File: src/rtl/core/arvu_pkg.sv
// Shared types and constants for the attractor/repeller velocity update block.
// Holds table sizes, controller-to-datapath command and status types.
// No dependencies.
`default_nettype none
package arvu_pkg;

    localparam int MAX_ATTRACTORS = 8;
    localparam int MAX_REPELLERS  = 8;

    localparam int A_IW   = (MAX_ATTRACTORS > 1) ? $clog2(MAX_ATTRACTORS) : 1;
    localparam int R_IW   = (MAX_REPELLERS > 1) ? $clog2(MAX_REPELLERS) : 1;
    localparam int MAX_SRC = (MAX_ATTRACTORS > MAX_REPELLERS) ? MAX_ATTRACTORS
                                                               : MAX_REPELLERS;
    localparam int SRC_CW = $clog2(MAX_SRC + 1);

    localparam logic [63:0] TERM_CAP = (64'd1 << 55) - 64'd1;
    localparam logic [33:0] DV_CAP   = 34'd1 << 33;

    localparam logic [1:0] MODE_ATTR  = 2'd0;
    localparam logic [1:0] MODE_REP   = 2'd1;
    localparam logic [1:0] MODE_PART  = 2'd2;

    typedef enum logic [3:0] {
        OP_NOP,
        OP_LATCH,
        OP_STORE,
        OP_SRC,
        OP_SQ,
        OP_RT_INIT,
        OP_RT_STEP,
        OP_DEN_LO,
        OP_DEN_HI,
        OP_PROD,
        OP_TDIV_INIT,
        OP_DIV_STEP,
        OP_ACC,
        OP_VDIV_INIT,
        OP_VEL,
        OP_EMIT
    } t_op;

    typedef struct packed {
        t_op               op;
        logic              kind;
        logic [SRC_CW-1:0] idx;
        logic [1:0]        axis;
    } t_cmd;

    typedef struct packed {
        logic [SRC_CW-1:0] acnt;
        logic [SRC_CW-1:0] rcnt;
        logic              sqrt_done;
        logic              div_done;
    } t_stat;

endpackage
`default_nettype wire

File: src/rtl/core/arvu_ctrl.sv
// Sequencer for the velocity update: walks sources, axes and the iterative units.
// Depends on arvu_pkg; drives arvu_dp through t_cmd, reads t_stat.
`default_nettype none
module arvu_ctrl (
    input  wire logic           i_clk,
    input  wire logic           i_rst_n,
    input  wire logic           i_in_valid,
    output logic                o_in_ready,
    input  wire logic [1:0]     i_mode,
    output logic                o_out_valid,
    input  wire logic           i_out_ready,
    input  wire arvu_pkg::t_stat i_stat,
    output arvu_pkg::t_cmd      o_cmd
);
    import arvu_pkg::*;

    typedef enum logic [3:0] {
        S_IDLE, S_LOAD, S_SRC, S_SQ, S_RTI, S_RT, S_DLO, S_DHI,
        S_PROD, S_TDI, S_TDIV, S_ACC, S_VDI, S_VDIV, S_VEL, S_EMIT
    } t_state;

    t_state            r_state;
    logic              r_kind;
    logic [SRC_CW-1:0] r_idx;
    logic [1:0]        r_axis;
    logic              r_out_valid;
    logic              n_out_valid;
    logic [SRC_CW-1:0] n_idx;
    logic [SRC_CW-1:0] w_cnt;
    logic              w_emit;

    assign o_in_ready  = (r_state == S_IDLE);
    assign o_out_valid = r_out_valid;
    assign n_idx       = r_idx + 1'b1;
    assign w_cnt       = r_kind ? i_stat.rcnt : i_stat.acnt;
    assign w_emit      = !r_out_valid || i_out_ready;
    assign n_out_valid = ((r_state == S_EMIT) && w_emit) || (r_out_valid && !i_out_ready);

    always_comb begin
        o_cmd.kind = r_kind;
        o_cmd.idx  = r_idx;
        o_cmd.axis = r_axis;
        case (r_state)
            S_IDLE:  o_cmd.op = i_in_valid ? OP_LATCH : OP_NOP;
            S_LOAD:  o_cmd.op = OP_STORE;
            S_SRC:   o_cmd.op = OP_SRC;
            S_SQ:    o_cmd.op = OP_SQ;
            S_RTI:   o_cmd.op = OP_RT_INIT;
            S_RT:    o_cmd.op = OP_RT_STEP;
            S_DLO:   o_cmd.op = OP_DEN_LO;
            S_DHI:   o_cmd.op = OP_DEN_HI;
            S_PROD:  o_cmd.op = OP_PROD;
            S_TDI:   o_cmd.op = OP_TDIV_INIT;
            S_TDIV:  o_cmd.op = OP_DIV_STEP;
            S_ACC:   o_cmd.op = OP_ACC;
            S_VDI:   o_cmd.op = OP_VDIV_INIT;
            S_VDIV:  o_cmd.op = OP_DIV_STEP;
            S_VEL:   o_cmd.op = OP_VEL;
            S_EMIT:  o_cmd.op = w_emit ? OP_EMIT : OP_NOP;
            default: o_cmd.op = OP_NOP;
        endcase
    end

    always_ff @(posedge i_clk) begin
        if (!i_rst_n) begin
            r_state     <= S_IDLE;
            r_kind      <= 1'b0;
            r_idx       <= '0;
            r_axis      <= 2'd0;
            r_out_valid <= 1'b0;
        end else begin
            r_out_valid <= n_out_valid;
            case (r_state)
                S_IDLE: begin
                    r_axis <= 2'd0;
                    r_idx  <= '0;
                    if (i_in_valid) begin
                        if (i_mode == MODE_ATTR || i_mode == MODE_REP) begin
                            r_state <= S_LOAD;
                        end else if (i_mode == MODE_PART) begin
                            if (i_stat.acnt != '0) begin
                                r_kind  <= 1'b0;
                                r_state <= S_SRC;
                            end else if (i_stat.rcnt != '0) begin
                                r_kind  <= 1'b1;
                                r_state <= S_SRC;
                            end else begin
                                r_state <= S_VDI;
                            end
                        end else begin
                            r_state <= S_EMIT;
                        end
                    end
                end
                S_LOAD: r_state <= S_EMIT;
                S_SRC: begin
                    r_axis  <= 2'd0;
                    r_state <= S_SQ;
                end
                S_SQ: begin
                    if (r_axis == 2'd2) begin
                        r_axis  <= 2'd0;
                        r_state <= S_RTI;
                    end else begin
                        r_axis <= r_axis + 2'd1;
                    end
                end
                S_RTI: r_state <= S_RT;
                S_RT: begin
                    if (i_stat.sqrt_done) begin
                        r_state <= S_DLO;
                    end
                end
                S_DLO: r_state <= S_DHI;
                S_DHI: r_state <= S_PROD;
                S_PROD: r_state <= S_TDI;
                S_TDI: r_state <= S_TDIV;
                S_TDIV: begin
                    if (i_stat.div_done) begin
                        r_state <= S_ACC;
                    end
                end
                S_ACC: begin
                    if (r_axis != 2'd2) begin
                        r_axis  <= r_axis + 2'd1;
                        r_state <= S_PROD;
                    end else begin
                        r_axis <= 2'd0;
                        if (n_idx < w_cnt) begin
                            r_idx   <= n_idx;
                            r_state <= S_SRC;
                        end else if (!r_kind && i_stat.rcnt != '0) begin
                            r_kind  <= 1'b1;
                            r_idx   <= '0;
                            r_state <= S_SRC;
                        end else begin
                            r_state <= S_VDI;
                        end
                    end
                end
                S_VDI: r_state <= S_VDIV;
                S_VDIV: begin
                    if (i_stat.div_done) begin
                        r_state <= S_VEL;
                    end
                end
                S_VEL: begin
                    if (r_axis == 2'd2) begin
                        r_state <= S_EMIT;
                    end else begin
                        r_axis  <= r_axis + 2'd1;
                        r_state <= S_VDI;
                    end
                end
                S_EMIT: begin
                    if (w_emit) begin
                        r_state <= S_IDLE;
                    end
                end
                default: r_state <= S_IDLE;
            endcase
        end
    end

endmodule
`default_nettype wire

File: config.mk
export PLATFORM = sky130hd
export DESIGN_NAME = arvu_ctrl
export DESIGN_NICKNAME = d
export VERILOG_FILES = /design/src/rtl/core/arvu_pkg.sv /design/src/rtl/core/arvu_ctrl.sv
export SDC_FILE = /design/constraint.sdc
export NUM_CORES = 1
export LEC_CHECK = 0
export BUFFER_PORTS_ARGS = -buffer_cell sky130_fd_sc_hd__buf_2
export CAP_MARGIN = 20
export CORE_MARGIN = 2
export CORE_UTILIZATION = 53
export DETAILED_ROUTE_END_ITERATION = 8
export GPL_TIMING_DRIVEN = 0
export HOLD_SLACK_MARGIN = 0.1
export PLACE_DENSITY = 0.9
export REMOVE_ABC_BUFFERS = 1
export SLEW_MARGIN = 15
export SYNTH_ARGS = -nofsm -noshare
export SYNTH_HDL_FRONTEND = slang
export SYNTH_SLANG_ARGS = --single-unit
File: constraint.sdc
create_clock -name i_clk -period 2.18 [get_ports i_clk]
set_input_delay 0.109 -clock i_clk [delete_from_list [all_inputs] [get_ports i_clk]]
set_output_delay 0.109 -clock i_clk [all_outputs]
set_load 0.01 [all_outputs]
==> metrics.md <==
| Metric | Value |
|---|---|
| Unique masters post-synth | 52 |
| RSZ-0062 raised after global routing | yes |
| Yosys top cell by area | dfxtp_1 |
| Remaining Overflow, GRT | 0 |
| Total GRT Usage | 0.228 |
| Post-CTS Setup Inserts | 0 |
| Antenna cells | 0 |
| Antenna violations before repair | 0 |
| Most common cell after layout, fill and taps aside | buf_2 |
| DR iter-0 viols | 25 |
| Largest net degree at the start of global routing | 25 |
| Synth Register Bits | 12 |
| Hold Path Cell Cnt | 4 |
| Peak VDD IR | 0.659 mV |
| Dpl hpwl | 2120 um |
| HP Class | in2reg |
| Post-synth EDFFs | 0 |
| Rel. slew slack | 0.625 |
| Clock Latency Late Sink | 0.28 ns |
| Cell area after synthesis | 0.00117 mm2 |
| Worst-margin pin slew | 0.562 ns |
| Pwr dens | 966 mW/mm2 |
| PortBufs | 28 |
| Final hold violations | 0 |
| Critical path type | reg2reg |
| Area contributors post-synth | dfxtp_1 21%, ha_1 7.5%, mux2i_1 5.2%, a21oi_1 3.9%, nor2_1 3.5% |
| Cell Rows | 16 |
| IO Pins | 29 |
| Post-Syn Instances | 144 |
| Pre-CTS setup slack | -0.00737 ns |
| Nets@finish | 190 |
| Die area | 0.00259 mm2 |
| CP cell instances | mux2i_1 -> ha_1 -> o211ai_1 -> o2bb2ai_1 -> o21ai_2 -> a22o_1 -> a31o_1 |
| Crit-path max FO | 9 |
| Worst Reg-to-Reg Cells | 7 |
| CORE AREA | 0.00202 mm2 |
| Top FF cell, synth | dfxtp_1 |
| H-Tree Depth | 1 |
| Skew final | 0.0153 ns |
| Hold slack | 0.199 ns |
| Outcome | completed |
| Clock Tree Buf Depth | 2 |
| Hold Crit Endpoint | r_kind |
| First-pass GRT wire length | 4560 um |
| Clk slew on worst S/H paths | 0.08 ns |
| Reg2reg start | r_kind |
| Root Driver | clkbuf_4 |
| Leak | 0.570 nW |
| Fin crit period | 2.13 ns |
| Final core utilization | 0.664 |
| Share of cells above drive strength 1 | 0.319 |
| Gp weighted congestion | 0.873 |
| Worst path slowest cell | dfxtp_2 |
| Upper clock frequency limit | 470 MHz |
| Synth warn | 0 |
| Worst Slack Setup Final | 0.0536 ns |
| Starting density of the core | 0.577 |
| Startpoint Class | flip-flop |
| Chip Height | 50.9 um |
| Pre-antenna DRT Iters | 4 |
| Final cycle utilization of the critical path | 0.975 |
| CTS tree | built |
| Setup violators final | 0 |
| Die width | 50.9 um |
| Total number of vias | 1195 |
| WL/cell | 14.5 um |
| Worst EP arrival | 2.29 ns |
| Mean Syn Cell Area | 8.10 um2 |
| RR Endpoint | r_idx[2] |
| Register area share after synthesis | 0.206 |
| Top-area cell type share of the netlist area | 0.206 |
| Clock sink total | 12 |
| Vias in the first global route | 1071 |
| Vias per cell | 6.19 |
| Commonest non-fill, non-tap cells in the layout | 28 x buf_2, 11 x nor2_1, 8 x o21ai_0, 8 x a21oi_1, 8 x dfxtp_1 |
| DRT antenna net count | 0 |
| TritonCTS Buffers | 3 |
| Post-Layout Cell Count | 193 |
| Worst R2R Setup Slack | 0.05 ns |
| Required time worst endpoint | 2.34 ns |
| Syn-to-layout area delta | 15.1% |
| Slowest stage delay, CP | 0.45 ns |
| Wirelength, routed | 2790 um |
| Max Cap Viol | 0 |
| Crit. End Element | flip-flop |
| Placed instance count | 188 |
| DRC violations left | 0 |
| Max-slew violations | 0 |
| Min-delay src | i_in_valid |
| Async set or reset register ratio after synthesis | 0 |
## report_power, final
part,switching (mW),internal (mW)
clock,0.0772,0.102
combinational,0.352,0.341
sequential,0.161,0.265
total,0.589,0.707
## area by class of cell
| type | instances | area (um2) |
|---|---|---|
| Timing Repair Buffer | 29 | 150 |
| Clock buffer | 4 | 36.3 |
| Inverter | 5 | 23.8 |
| Tap cell | 27 | 33.8 |
| Fill cell | 170 | 679 |
| Multi-Input combinational cell | 116 | 853 |
| Sequential cell | 12 | 245 |
## through the flow
stage,area (um2),power [mW],setup TNS [ns]
3_3_place_gp,1270,1.07,0
5_1_grt,1340,1.40,-0.226
4_1_cts,1320,1.29,0
3_5_place_dp,1270,1.11,-0.00737
2_1_floorplan,1090,0.907,0
6_report,1340,1.30,0
## synthesized netlist by cell type, types with 2 or more instances
| master | count |
|---|---|
| o21a_1 | 3 |
| nand2b_1 | 5 |
| a21oi_1 | 9 |
| buf_6 | 2 |
| o21bai_1 | 3 |
| nand2_1 | 6 |
| o21ai_0 | 8 |
| mux2i_1 | 6 |
| a22o_1 | 4 |
| nand3_1 | 7 |
| a221oi_1 | 2 |
| nor3_1 | 2 |
| nor2b_1 | 3 |
| o211ai_1 | 3 |
| or4_1 | 2 |
| nor2_1 | 11 |
| or3b_2 | 2 |
| ha_1 | 7 |
| buf_4 | 2 |
| inv_1 | 4 |
| nand4_1 | 2 |
| a31oi_1 | 5 |
| buf_2 | 6 |
| dfxtp_1 | 12 |
## per-layer routing
layer,track usage,share of wire,vias up
li1,-,-,589
met1,0.272,0.42,553
met2,0.381,0.50,51
met3,0.0673,0.071,2
met4,0.0856,0.0047,0
met5,0,0,-
## how the worst max path moves through the flow
stage,from,endpoint,slack [ns],cells past startpoint
2_1_floorplan,r_kind,r_idx[2],0.16,7
3_3_place_gp,r_kind,r_idx[2],0.06,7
3_5_place_dp,r_kind,r_idx[2],-0.007,7
4_1_cts,r_idx[0],r_idx[2],0.03,8
5_1_grt,r_kind,r_idx[2],-0.13,7
6_report,r_kind,r_idx[2],0.05,7
## worst max-delay path, delay by kind of cell (launching register included)
| kind | cells | cell delay, ns |
|---|---|---|
| adders and majority gates | 1 | 0.27 |
| DFF | 1 | 0.45 |
| muxes | 1 | 0.26 |
| AOI/OAI and AO/OA | 5 | 1.02 |
## logic make-up after synthesis
| logic type | after synthesis | share of synthesized area |
|---|---|---|
| xor gates and xnor gates | 2 | 0.0150 |
| muxes | 7 | 0.0612 |
| DFF | 12 | 0.206 |
| AOI/OAI and AO/OA | 48 | 0.296 |
| and+or+nand+nor | 52 | 0.265 |
| adders and majority gates | 7 | 0.0751 |
| buffers and inverters | 16 | 0.0815 |
## state kept, by name, summed over array words and instances (netlist names)
signal       count
o_out_valid      1
r_axis           2
r_idx            4
r_kind           1
r_state          4
## timing repair
item / CTS / global route
hold endpoints to repair: 1 / 0
endpoints found under the setup margin: 1 / 4
hold buffers: 1 / 0
pin swaps: 0 / 1
gates resized for setup: 1 / 7
(Power assumes the default switching activity.)
